[config.mk]
export PLATFORM = sky130hd
export DESIGN_NAME = iir_transposed_df2_filter
export DESIGN_NICKNAME = d
export VERILOG_FILES = /design/src/hdl/iir_tdf_pkg.sv /design/src/hdl/iir_tdf_ctrl.sv /design/src/hdl/iir_tdf_dp.sv /design/src/hdl/iir_transposed_df2_filter.sv
export VERILOG_INCLUDE_DIRS = /design/src /design/src/hdl
export SDC_FILE = /design/constraint.sdc
export NUM_CORES = 2
export LEC_CHECK = 0
export BUFFER_PORTS_ARGS = -buffer_cell sky130_fd_sc_hd__buf_4
export CAP_MARGIN = 20
export CORE_MARGIN = 5
export CORE_UTILIZATION = 47
export CTS_CLUSTER_SIZE = 14
export DETAILED_ROUTE_END_ITERATION = 8
export PLACE_DENSITY = 0.69
export SLEW_MARGIN = 20
export SYNTH_ARGS = -nofsm -noshare
export SYNTH_HDL_FRONTEND = slang
export SYNTH_SLANG_ARGS = --single-unit
[constraint.sdc]
create_clock -name i_clk -period 8.9 [get_ports i_clk]
set_input_delay 0.445 -clock i_clk [delete_from_list [all_inputs] [get_ports i_clk]]
set_output_delay 0.445 -clock i_clk [all_outputs]
set_load 0.01 [all_outputs]
[src/hdl/assert_macros.svh]
// Assertion macros shared by the filter's RTL.
// AST_IMPLY checks an overlapping implication, AST_NEXT a next-cycle one.
`ifndef ASSERT_MACROS_SVH
`define ASSERT_MACROS_SVH
`ifndef SYNTHESIS
`define AST_IMPLY(lbl, clk, rst_n, ante, cons) \
    lbl: assert property (@(posedge clk) disable iff (!(rst_n)) (ante) |-> (cons)) \
        else $error("assertion failed");
`define AST_NEXT(lbl, clk, rst_n, ante, cons) \
    lbl: assert property (@(posedge clk) disable iff (!(rst_n)) (ante) |=> (cons)) \
        else $error("assertion failed");
`else
`define AST_IMPLY(lbl, clk, rst_n, ante, cons)
`define AST_NEXT(lbl, clk, rst_n, ante, cons)
`endif
`endif

[src/hdl/iir_tdf_pkg.sv]
package iir_tdf_pkg;

    localparam int C_SAMPLE_BITS    = 24;
    localparam int C_COEF_BITS      = 32;
    localparam int C_ACC_BITS       = 48;
    localparam int C_ACC_FRAC_BITS  = 12;
    localparam int C_TAPS           = 3;
    localparam int C_COEF_FRAC_BITS = 28;
    localparam int C_NUM_REGS       = 7;
    localparam int C_CFG_IDX_BITS   = 3;

    // register indexes on the configuration port
    localparam logic [C_CFG_IDX_BITS-1:0] REG_B0 = 3'd0;
    localparam logic [C_CFG_IDX_BITS-1:0] REG_B1 = 3'd1;
    localparam logic [C_CFG_IDX_BITS-1:0] REG_B2 = 3'd2;
    localparam logic [C_CFG_IDX_BITS-1:0] REG_A1 = 3'd3;
    localparam logic [C_CFG_IDX_BITS-1:0] REG_A2 = 3'd4;
    localparam logic [C_CFG_IDX_BITS-1:0] REG_Z0 = 3'd5;
    localparam logic [C_CFG_IDX_BITS-1:0] REG_Z1 = 3'd6;

    // one product through the shared multiplier
    typedef enum logic [2:0] {
        OP_NONE,
        OP_Z0,
        OP_Z1,
        OP_B0,
        OP_B1,
        OP_B2,
        OP_A1,
        OP_A2
    } t_op;

    typedef struct packed {
        logic signed [C_SAMPLE_BITS-1:0] sample;
        logic                            block_start;
    } t_in;

    typedef struct packed {
        logic signed [C_SAMPLE_BITS-1:0] filtered;
        logic                            overflow;
    } t_out;

    typedef struct packed {
        logic load;
        t_op  op;
        logic out_load;
    } t_dp_cmd;

    typedef struct packed {
        logic out_free;
    } t_dp_sts;

endpackage

[src/hdl/iir_tdf_ctrl.sv]
`include "assert_macros.svh"

module iir_tdf_ctrl #(
    parameter int TAPS = iir_tdf_pkg::C_TAPS
) (
    input  logic                 i_clk,
    input  logic                 i_rst_n,
    input  logic                 i_in_valid,
    input  logic                 i_block_start,
    output logic                 o_in_ready,
    input  iir_tdf_pkg::t_dp_sts i_sts,
    output iir_tdf_pkg::t_dp_cmd o_cmd
);

    typedef enum logic [1:0] {
        S_IDLE,
        S_RUN,
        S_DRAIN,
        S_DONE
    } t_state;

    localparam iir_tdf_pkg::t_op LAST_OP =
        (TAPS >= 3) ? iir_tdf_pkg::OP_A2 : iir_tdf_pkg::OP_A1;

    t_state           r_state;
    iir_tdf_pkg::t_op r_op;

    function automatic iir_tdf_pkg::t_op f_next(input iir_tdf_pkg::t_op op);
        case (op)
            iir_tdf_pkg::OP_Z0: return (TAPS >= 3) ? iir_tdf_pkg::OP_Z1 : iir_tdf_pkg::OP_B0;
            iir_tdf_pkg::OP_Z1: return iir_tdf_pkg::OP_B0;
            iir_tdf_pkg::OP_B0: return iir_tdf_pkg::OP_B1;
            iir_tdf_pkg::OP_B1: return (TAPS >= 3) ? iir_tdf_pkg::OP_B2 : iir_tdf_pkg::OP_A1;
            iir_tdf_pkg::OP_B2: return iir_tdf_pkg::OP_A1;
            iir_tdf_pkg::OP_A1: return iir_tdf_pkg::OP_A2;
            default:            return iir_tdf_pkg::OP_NONE;
        endcase
    endfunction

    assign o_in_ready      = (r_state == S_IDLE);
    assign o_cmd.load      = (r_state == S_IDLE) && i_in_valid;
    assign o_cmd.op        = r_op;
    assign o_cmd.out_load  = (r_state == S_DONE) && i_sts.out_free;

    always_ff @(posedge i_clk) begin
        if (!i_rst_n) begin
            r_state <= S_IDLE;
            r_op    <= iir_tdf_pkg::OP_NONE;
        end else begin
            case (r_state)
                S_IDLE: begin
                    if (i_in_valid) begin
                        r_op    <= i_block_start ? iir_tdf_pkg::OP_Z0 : iir_tdf_pkg::OP_B0;
                        r_state <= S_RUN;
                    end
                end
                S_RUN: begin
                    if (r_op == LAST_OP) begin
                        r_op    <= iir_tdf_pkg::OP_NONE;
                        r_state <= S_DRAIN;
                    end else begin
                        r_op <= f_next(r_op);
                    end
                end
                S_DRAIN: begin
                    r_state <= S_DONE;
                end
                S_DONE: begin
                    if (i_sts.out_free) begin
                        r_state <= S_IDLE;
                    end
                end
                default: begin
                    r_state <= S_IDLE;
                    r_op    <= iir_tdf_pkg::OP_NONE;
                end
            endcase
        end
    end

    `AST_IMPLY(a_run_has_op, i_clk, i_rst_n, r_state == S_RUN, r_op != iir_tdf_pkg::OP_NONE)
    `AST_NEXT(a_drain_done, i_clk, i_rst_n, r_state == S_DRAIN, r_state == S_DONE)
    `AST_NEXT(a_load_starts, i_clk, i_rst_n, o_cmd.load, (r_state == S_RUN) && ((r_op == iir_tdf_pkg::OP_Z0) || (r_op == iir_tdf_pkg::OP_B0)))

endmodule

[src/hdl/iir_tdf_dp.sv]
`include "assert_macros.svh"

module iir_tdf_dp #(
    parameter int TAPS           = iir_tdf_pkg::C_TAPS,
    parameter int COEF_FRAC_BITS = iir_tdf_pkg::C_COEF_FRAC_BITS
) (
    input  logic                                        i_clk,
    input  logic                                        i_rst_n,
    input  iir_tdf_pkg::t_in                            i_in,
    input  logic                                        i_cfg_we,
    input  logic [iir_tdf_pkg::C_CFG_IDX_BITS-1:0]      i_cfg_index,
    input  logic signed [iir_tdf_pkg::C_COEF_BITS-1:0]  i_cfg_data,
    input  iir_tdf_pkg::t_dp_cmd                        i_cmd,
    output iir_tdf_pkg::t_dp_sts                        o_sts,
    output logic                                        o_out_valid,
    input  logic                                        i_out_ready,
    output iir_tdf_pkg::t_out                           o_out
);

    localparam int SB    = iir_tdf_pkg::C_SAMPLE_BITS;
    localparam int CW    = iir_tdf_pkg::C_COEF_BITS;
    localparam int AW    = iir_tdf_pkg::C_ACC_BITS;
    localparam int AFB   = iir_tdf_pkg::C_ACC_FRAC_BITS;
    localparam int SHIFT = COEF_FRAC_BITS - AFB;
    localparam int PW    = SB + CW;
    localparam int SW    = PW - SHIFT;
    localparam int EW    = ((SW > AW) ? SW : AW) + 2;
    localparam int YW    = AW + 1 - AFB;

    localparam logic signed [AW-1:0] ACC_MAX   = {1'b0, {(AW-1){1'b1}}};
    localparam logic signed [AW-1:0] ACC_MIN   = {1'b1, {(AW-1){1'b0}}};
    localparam logic signed [EW-1:0] ACC_MAX_E = EW'(ACC_MAX);
    localparam logic signed [EW-1:0] ACC_MIN_E = EW'(ACC_MIN);
    localparam logic signed [AW:0]   HALF      = (AW+1)'(1) << (AFB - 1);
    localparam logic signed [SB-1:0] Y_MAX     = {1'b0, {(SB-1){1'b1}}};
    localparam logic signed [SB-1:0] Y_MIN     = {1'b1, {(SB-1){1'b0}}};
    localparam logic signed [YW-1:0] Y_MAX_E   = YW'(Y_MAX);
    localparam logic signed [YW-1:0] Y_MIN_E   = YW'(Y_MIN);
    localparam logic signed [CW-1:0] ONE       = CW'(1) << COEF_FRAC_BITS;

    logic signed [CW-1:0] r_coef [iir_tdf_pkg::C_NUM_REGS];
    logic signed [SB-1:0] r_x;
    logic signed [SB-1:0] r_y;
    logic                 r_ovf;
    logic signed [PW-1:0] r_prod;
    iir_tdf_pkg::t_op     r_op_q;
    logic signed [AW-1:0] r_d1;
    logic signed [AW-1:0] r_d2;
    logic signed [EW-1:0] r_s1;
    logic signed [EW-1:0] r_s2;
    iir_tdf_pkg::t_out    r_out;
    logic                 r_out_valid;

    logic signed [SB-1:0] mul_a;
    logic signed [CW-1:0] mul_c;
    logic signed [SW-1:0] sc;
    logic signed [EW-1:0] sc_e;
    logic signed [AW-1:0] acc;
    logic signed [AW:0]   rnd;
    logic signed [YW-1:0] y_wide;
    logic signed [SB-1:0] y_next;
    logic                 ovf_next;

    function automatic logic signed [AW-1:0] f_sat(input logic signed [EW-1:0] v);
        if (v > ACC_MAX_E) begin
            return ACC_MAX;
        end else if (v < ACC_MIN_E) begin
            return ACC_MIN;
        end
        return v[AW-1:0];
    endfunction

    // Configuration registers
    always_ff @(posedge i_clk) begin
        if (!i_rst_n) begin
            for (int i = 0; i < iir_tdf_pkg::C_NUM_REGS; i++) begin
                r_coef[i] <= '0;
            end
            r_coef[iir_tdf_pkg::REG_B0] <= ONE;
        end else if (i_cfg_we && (int'(i_cfg_index) < iir_tdf_pkg::C_NUM_REGS)) begin
            r_coef[i_cfg_index] <= i_cfg_data;
        end
    end

    // Operand select for the shared multiplier
    always_comb begin
        mul_a = r_x;
        mul_c = r_coef[iir_tdf_pkg::REG_B0];
        case (i_cmd.op)
            iir_tdf_pkg::OP_Z0: mul_c = r_coef[iir_tdf_pkg::REG_Z0];
            iir_tdf_pkg::OP_Z1: mul_c = r_coef[iir_tdf_pkg::REG_Z1];
            iir_tdf_pkg::OP_B0: mul_c = r_coef[iir_tdf_pkg::REG_B0];
            iir_tdf_pkg::OP_B1: mul_c = r_coef[iir_tdf_pkg::REG_B1];
            iir_tdf_pkg::OP_B2: mul_c = r_coef[iir_tdf_pkg::REG_B2];
            iir_tdf_pkg::OP_A1: begin
                mul_a = r_y;
                mul_c = r_coef[iir_tdf_pkg::REG_A1];
            end
            iir_tdf_pkg::OP_A2: begin
                mul_a = r_y;
                mul_c = r_coef[iir_tdf_pkg::REG_A2];
            end
            default: ;
        endcase
    end

    // Product stage: scale by floor shift, then output rounding and saturation
    assign sc       = r_prod[PW-1:SHIFT];
    assign sc_e     = EW'(sc);
    assign acc      = f_sat(sc_e + EW'(r_d1));
    assign rnd      = (AW+1)'(acc) + HALF;
    assign y_wide   = rnd[AW:AFB];
    assign ovf_next = (y_wide > Y_MAX_E) || (y_wide < Y_MIN_E);
    assign y_next   = (y_wide > Y_MAX_E) ? Y_MAX :
                      (y_wide < Y_MIN_E) ? Y_MIN : y_wide[SB-1:0];

    // Payload registers
    always_ff @(posedge i_clk) begin
        if (i_cmd.load) begin
            r_x <= i_in.sample;
        end
        r_prod <= mul_a * mul_c;
        case (r_op_q)
            iir_tdf_pkg::OP_B0: begin
                r_y   <= y_next;
                r_ovf <= ovf_next;
            end
            iir_tdf_pkg::OP_B1: r_s1 <= sc_e + EW'(r_d2);
            iir_tdf_pkg::OP_B2: r_s2 <= sc_e;
            default: ;
        endcase
        if (i_cmd.out_load) begin
            r_out.filtered <= r_y;
            r_out.overflow <= r_ovf;
        end
    end

    // Delay state and output handshake
    always_ff @(posedge i_clk) begin
        if (!i_rst_n) begin
            r_op_q      <= iir_tdf_pkg::OP_NONE;
            r_d1        <= '0;
            r_d2        <= '0;
            r_out_valid <= 1'b0;
        end else begin
            r_op_q <= i_cmd.op;
            case (r_op_q)
                iir_tdf_pkg::OP_Z0: r_d1 <= f_sat(sc_e);
                iir_tdf_pkg::OP_Z1: begin
                    if (TAPS >= 3) begin
                        r_d2 <= f_sat(sc_e);
                    end
                end
                iir_tdf_pkg::OP_A1: r_d1 <= f_sat(r_s1 - sc_e);
                iir_tdf_pkg::OP_A2: begin
                    if (TAPS >= 3) begin
                        r_d2 <= f_sat(r_s2 - sc_e);
                    end
                end
                default: ;
            endcase
            if (i_cmd.out_load) begin
                r_out_valid <= 1'b1;
            end else if (i_out_ready) begin
                r_out_valid <= 1'b0;
            end
        end
    end

    assign o_sts.out_free = !r_out_valid || i_out_ready;
    assign o_out_valid    = r_out_valid;
    assign o_out          = r_out;

    `AST_NEXT(a_out_load_valid, i_clk, i_rst_n, i_cmd.out_load, r_out_valid)
    `AST_IMPLY(a_ovf_at_rail, i_clk, i_rst_n, r_out_valid && r_out.overflow, (r_out.filtered == Y_MAX) || (r_out.filtered == Y_MIN))
    `AST_IMPLY(a_two_tap_zero, i_clk, i_rst_n, TAPS < 3, r_d2 == '0)

endmodule

[src/hdl/iir_transposed_df2_filter.sv]
// Second-order IIR section in transposed direct form II (leading denominator
// coefficient one). Each input beat carries a signed 24-bit sample and a block
// start flag; each output beat carries the rounded, saturated 24-bit result and
// an overflow flag. Coefficients b0, b1, b2, a1, a2 and the initial-condition
// factors z0, z1 are signed Q(31-COEF_FRAC_BITS).COEF_FRAC_BITS registers
// written on the config channel (indexes 0..6 in that order; index 7 is
// dropped); write them only while the filter is idle. The two 48-bit delays
// hold 12 fraction bits and saturate on update. One shared 24x32 multiplier
// forms the products one per cycle (b0, b1, b2, a1, a2 with TAPS = 3; b0,
// b1, a1 with TAPS = 2), after z0, z1 on a block start beat (z0 only with
// TAPS = 2, which has no z1 product). A new sample is taken only once the
// last result is loaded into the output register, which waits for ready
// while it holds an unread one. The output register holds one finished
// result while the next sample is accepted and filtered.

`include "assert_macros.svh"

module iir_transposed_df2_filter #(
    parameter int TAPS           = iir_tdf_pkg::C_TAPS,
    parameter int COEF_FRAC_BITS = iir_tdf_pkg::C_COEF_FRAC_BITS
) (
    input  logic                                       i_clk,
    input  logic                                       i_rst_n,
    // sample channel
    input  logic                                       i_in_valid,
    output logic                                       o_in_ready,
    input  iir_tdf_pkg::t_in                           i_in,
    // result channel
    output logic                                       o_out_valid,
    input  logic                                       i_out_ready,
    output iir_tdf_pkg::t_out                          o_out,
    // configuration write channel
    input  logic                                       i_cfg_valid,
    output logic                                       o_cfg_ready,
    input  logic [iir_tdf_pkg::C_CFG_IDX_BITS-1:0]     i_cfg_index,
    input  logic signed [iir_tdf_pkg::C_COEF_BITS-1:0] i_cfg_data
);

    iir_tdf_pkg::t_dp_cmd cmd;
    iir_tdf_pkg::t_dp_sts sts;

    // Config writes go straight into the coefficient registers; always take them.
    assign o_cfg_ready = 1'b1;

    // Sequence the products: optional z0/z1 load, b0, then the b1/b2/a1/a2
    // delay updates, then the output load.
    iir_tdf_ctrl #(
        .TAPS (TAPS)
    ) u_ctrl (
        .i_clk         (i_clk),
        .i_rst_n       (i_rst_n),
        .i_in_valid    (i_in_valid),
        .i_block_start (i_in.block_start),
        .o_in_ready    (o_in_ready),
        .i_sts         (sts),
        .o_cmd         (cmd)
    );

    // Hold coefficients and delays, run the multiplier and the accumulate.
    iir_tdf_dp #(
        .TAPS           (TAPS),
        .COEF_FRAC_BITS (COEF_FRAC_BITS)
    ) u_dp (
        .i_clk       (i_clk),
        .i_rst_n     (i_rst_n),
        .i_in        (i_in),
        .i_cfg_we    (i_cfg_valid),
        .i_cfg_index (i_cfg_index),
        .i_cfg_data  (i_cfg_data),
        .i_cmd       (cmd),
        .o_sts       (sts),
        .o_out_valid (o_out_valid),
        .i_out_ready (i_out_ready),
        .o_out       (o_out)
    );

    `AST_IMPLY(a_no_accept_busy, i_clk, i_rst_n, i_in_valid && o_in_ready, cmd.op == iir_tdf_pkg::OP_NONE)
    `AST_NEXT(a_accept_drops_ready, i_clk, i_rst_n, i_in_valid && o_in_ready, !o_in_ready)
    `AST_IMPLY(a_out_load_free, i_clk, i_rst_n, cmd.out_load, !o_out_valid || i_out_ready)

endmodule
Word level (Yosys, flattened, before mapping):

Memory sizes are Yosys's and may differ from the RTL's.
Index checks and enable logic that the tools add are counted.
W data, S select, Z words.

* bits in registers: 325
* RAM bits: 224
* input bits: 65
* word-level logic and storage cells: 121
* memories: 1

* add/sub/neg operators: 5
* $mul: 1
* magnitude comparators: 11
* eq/ne operators: 20
* mux-type cells: 53
* bitwise logic cells: 1
* reduce and logical (&&, ||, !) cells: 15

Memories
* u_dp.r_coef: words 7, bits a word 32, read ports 7, clocked after Yosys merged registers in 0, write ports 7, RTL line iir_tdf_dp.sv:41 `logic signed [CW-1:0] r_coef [iir_tdf_pkg::C_NUM_REGS];`

Operators with widths (number)
* $mux W48: 13
* $pmux W32 S6: 1
* $pmux W48 S2: 2
* $gt A50 B48 Y1 const B: 3
* $lt A50 B48 Y1 const B: 3
* $add A40 B48 Y49: 2
* $mux W32: 2
* $mul A24 B32 Y56: 1
* $sub A50 B40 Y50: 1
* $add A48 B13 Y49 const B: 1
* $gt A40 B48 Y1 const B: 1
* $lt A40 B48 Y1 const B: 1
* $mux W24: 2
* $sub A40 B40 Y41: 1
* $gt A37 B24 Y1 const B: 1
* $lt A37 B24 Y1 const B: 1
* $reduce_or A32 Y1: 1
* $eq A3 B3 Y1 const B: 8
* $mux W1: 23
* $pmux W3 S6: 1
* $eq A3 B2 Y1 const B: 4
* $mux W3: 3
* $mux W2: 4
* $pmux W2 S4: 1
* other kinds (16): 25

Longest topological paths before layout:

* depth after elaboration: 8
* depth in mapped cells: 40

Hierarchy:

Synthesis repeated with hierarchy kept, for this count alone.

* cell total of the unflattened synthesis: 6194
* area total of the unflattened synthesis: 56641.8 um^2

Modules (own cells, without submodules)
* iir_tdf_dp: times used 1, cells an instance 6148, area an instance 56251.4 um^2, seq. area each 13663.1 um^2
* iir_tdf_ctrl: times used 1, cells an instance 44, area an instance 379.1 um^2, seq. area each 100.1 um^2
* iir_transposed_df2_filter: times used 1, cells an instance 2, area an instance 11.3 um^2, seq. area each 0.0 um^2

Worst setup path before layout:

No wires, ideal clock.

* path kind: reg2reg
* start: register u_ctrl.r_op[0]
* end: register u_dp.r_prod[55]
* setup time: 0.072 ns
* data arrival time: 9.650 ns
* data required time: 8.828 ns
* setup slack: -0.822 ns
* stages on the path, launching flop included: 35
* path buffers: 3
* clock period less this slack: 9.722 ns
* path through: dfxtp_1 ha_1 buf_2 o21ai_1 clkbuf_1 mux2i_1 clkbuf_1 nor2_1 fa_1 inv_1 fa_1 inv_1 fa_1 fa_1 fa_1 fa_1 inv_1 fa_1 inv_1 ha_1 a21o_1 a21o_1 a21o_1 or4_1 a21oi_1 a21oi_1 a31o_2 a22o_1 a221o_1 a221o_1 a31oi_2 o21ai_1 a211o_1 a21oi_1 xnor2_1

* cells in the longest elaborated chain, start to end: 4

Ends and longest elaborated chain
* start, declared: RTL line iir_tdf_ctrl.sv:26 `iir_tdf_pkg::t_op r_op;`
* start signal, assigned: RTL line iir_tdf_ctrl.sv:48 `r_op <= iir_tdf_pkg::OP_NONE;`
* start signal, assigned: RTL line iir_tdf_ctrl.sv:53 `r_op <= i_block_start ? iir_tdf_pkg::OP_Z0 : iir_tdf_pkg::OP_B0;`
* start signal, assigned: RTL line iir_tdf_ctrl.sv:59 `r_op <= iir_tdf_pkg::OP_NONE;`
* $eq A3 B3 Y1: RTL line iir_tdf_dp.sv:89 `case (i_cmd.op)`
* $reduce_or A2 Y1 (no source line)
* $mux W24: RTL line iir_tdf_dp.sv:89
* $mul A24 B32 Y56 *: RTL line iir_tdf_dp.sv:122 `r_prod <= mul_a * mul_c;`
* end signal, assigned: RTL line iir_tdf_dp.sv:122
* end, declared: RTL line iir_tdf_dp.sv:45 `logic signed [PW-1:0] r_prod;`

Every way passes the cells marked *; elsewhere a longest branch is shown, timed or not.
A chain may end at the register's enable or synchronous reset.

Final worst setup path:

* start: register u_ctrl.r_op[1]
* end: register u_dp.r_prod[50]

The elaborated chain is that of the path after synthesis.

==> qor.txt <==
Worst path slowest cell: fa_1
width of the chip: 358 um
WL/cell: 22.3 um
Setup Skew: 35.9 ps
gr ovfl total: 0
Worst Path Arrival: 9800 ps
H-tree Lvls: 2
Die Y: 358 um
later-pin clock latency in the skew report: 680 ps
Root Buffer: clkbuf_16
f_max: 108 MHz
setup ws final: -362 ps
RSZ-0062 raised after global routing: yes
core box area: 120000 sq um
Top delay family on crit path: adder cells
Synth Flop Type: edfxtp_1
drt drc: 0
Max Cap Violations: 0
CTS tree: done
via count: 47000
flops & latches, synth: 526
Total Wirelength: 183000 um
post-synth top area share: 0.277
relative slew slack: 0.316
final count of pins violating max slew: 0
first-pass GRT wire length: 281000 um
Post-Route Utilization: 0.553
Final min period: 9260 ps
EDFF count, synth: 323
Async S/R FF share, synth: 0
met2 usage: 0.461
register area share after synthesis: 0.242
Clock Tree Buf Depth: 3
Worst setup SP type: flip-flop
antenna violations before repair: 4
final hold vios: 0
count of input and output buffers: 91
Cell Rows: 127
clock sink count: 526
hpwl dp: 146000 um
Mapped Area: 56800 sq um
violated checks: negative setup slack
GRT met1 Usage: 0.382
Least-Margin Pin Slew: 1010 ps
CP endpoint kind: flip-flop
setup_tns: -2650 ps
Ys Warns: 0
cell with the most instances on the worst path: fa_1
Clock Pin Slew Worst Setup and Hold Paths: 70 ps
GP Congestion: 0.982
initial core utilization: 0.474
Setup CP Type: reg -> reg
max incr delay on CP: 550 ps
met3 Usage GRT: 0.0588
post-route cell area: 66400 sq um
worst hold path type: in -> reg
Area after DPL: 62800 sq um
largest net degree at the start of global routing: 65
Buf+Inv Stages, Crit Path: 8
initial DRC count: 4348
Post-Syn Area per Cell: 9.26 sq um
Fillers: 10500
vias in the first global route: 48200
GRT Max-Usage Layer: met2
share of layout cells above drive strength 1: 0.147
Synth area leader: fa_1
CP Max Fanout: 7
status: complete, but fails checks
data required time at the worst endpoint: 9440 ps
total die area: 128000 sq um
synthesized net count: 7324
GRT Util Overall: 0.286
DRT Pass-1 Iters: 8
period utilization: 1.04
io pins: 93
vias per inst: 5.73
post-synthesis instance total: 6139
Yosys cell types: 112
Final setup viols: 12
top post-synthesis cells by area: fa_1 (28%), edfxtp_1 (17%), ha_1 (7.4%), dfxtp_1 (7.1%), inv_1 (6.5%)
Syn-to-layout area delta: 16.7%
CTS Buf Count: 58
post-route ant nets: 0
final net count: 7726
==> flip-flops by register name (all words and copies together) (netlist names) <==
| name | flops |
|---|---|
| u_dp.r_coef | 224 |
| u_dp.r_s1 | 49 |
| u_dp.r_d1 | 48 |
| u_dp.r_d2 | 42 |
| u_dp.r_prod | 40 |
| u_dp.r_s2 | 40 |
| u_dp.o_out | 25 |
| u_dp.r_x | 24 |
| u_dp.r_y | 24 |
| u_ctrl.r_op | 3 |
| u_dp.r_op_q | 3 |
| u_ctrl.r_state | 2 |
| u_dp.o_out_valid | 1 |
| u_dp.r_ovf | 1 |
==> final timing paths <==
check / end / cells past startpoint / startpoint / slack [ps]
worst max-delay path: u_dp.r_prod[50] / 36 / u_ctrl.r_op[1] / -360
worst min-delay path: u_dp.r_coef[6][18] / 3 / i_cfg_data[18] / 50
worst max register to register: u_dp.r_prod[50] / 36 / u_ctrl.r_op[1] / -360
worst min register to register: u_dp.o_out[0] / 0 / u_dp.r_ovf / 450
==> metrics by stage <==
| stage | hold slack (ps) | std cells | worst slack (ps) |
|---|---|---|---|
| floorplan | 400 | 6139 | 16.3 |
| detailed placement | 423 | 8019 | -521 |
| finish | 49.6 | 8204 | -362 |
| global route | 46.6 | 8202 | -583 |
| CTS | 22.4 | 8171 | -282 |
| global placement | 441 | 8019 | -336 |
==> worst register-to-register path: cells and delay by family (launching register included) <==
| family | cells | cell delay (ps) |
|---|---|---|
| AO/OA/AOI/OAI | 14 | 2850 |
| adder cells (fa/ha/maj) | 9 | 4100 |
| buffers and inverters | 8 | 810 |
| flip-flops | 1 | 380 |
| AND/OR/NAND/NOR | 5 | 990 |
==> synthesized netlist by cell type (all sizes together), types with 76 or more instances <==
library cell	n
nor2	667
a22oi	81
xnor2	143
clkbuf	221
nand2	757
a211oi	98
fa	786
a21oi	264
dfxtp	203
ha	334
nand3	76
a21o	108
edfxtp	323
o21ai	178
inv	990
==> layer usage <==
layer | vias to the layer above | share of wire | routed length (um)
li1 | 20900 | - | -
met1 | 23300 | 0.40 | 72900
met2 | 2314 | 0.45 | 82900
met3 | 457 | 0.099 | 18000
met4 | 0 | 0.049 | 8900
met5 | - | 0 | 0
==> what timing repair did <==
action,4_1_cts,5_1_grt
gates cloned,1,4
buffers inserted,19,31
setup endpoints to repair,14,17
gates resized for setup,73,114
endpoints found under the hold margin,24,0
pin swaps,31,64
hold buffers,24,0
==> placed cells by master (no fill, tap or decap), types with 42 or more instances in the layout <==
master and count:
nor3_1 61, buf_12 55, xnor2_1 140, nand2_1 745
clkbuf_16 63, mux2i_1 52, dfxtp_1 199, buf_4 479
o21ai_0 114, and2_1 42, a22oi_1 69, nand3_1 74
a21o_1 106, nand4_1 69, a211oi_1 92, nor2_1 650
o21a_1 66, a21oi_1 253, xor2_1 50, fa_1 777
edfxtp_1 323, ha_1 327, inv_1 966
==> final cells by class <==
| type | count | area (sq um) | area share |
|---|---|---|---|
| tap | 1612 | 2020 | 0.0304 |
| inverter | 990 | 3730 | 0.0562 |
| clock buffer | 79 | 1690 | 0.0255 |
| antenna | 2 | 5.00 | 0.0000754 |
| sequential | 526 | 13800 | 0.208 |
| timing repair buffer | 608 | 5600 | 0.0843 |
| clock inverter | 30 | 417 | 0.00628 |
| multi-input combinational | 4357 | 39100 | 0.590 |
==> logic make-up after synthesis <==
| group | after synthesis | share of synthesized area |
|---|---|---|
| buffers and inverters | 1257 | 0.0845 |
| DFF | 526 | 0.242 |
| muxes | 111 | 0.0209 |
| adders and majority gates | 1141 | 0.354 |
| other | 1 | 0.0000660 |
| and+or+nand+nor | 1863 | 0.142 |
| xor gates and xnor gates | 194 | 0.0302 |
| AOI/OAI and AO/OA | 1046 | 0.126 |
Power is not shown: default switching activity piles up to over one toggle a cycle in this logic, so the estimate is an artifact.
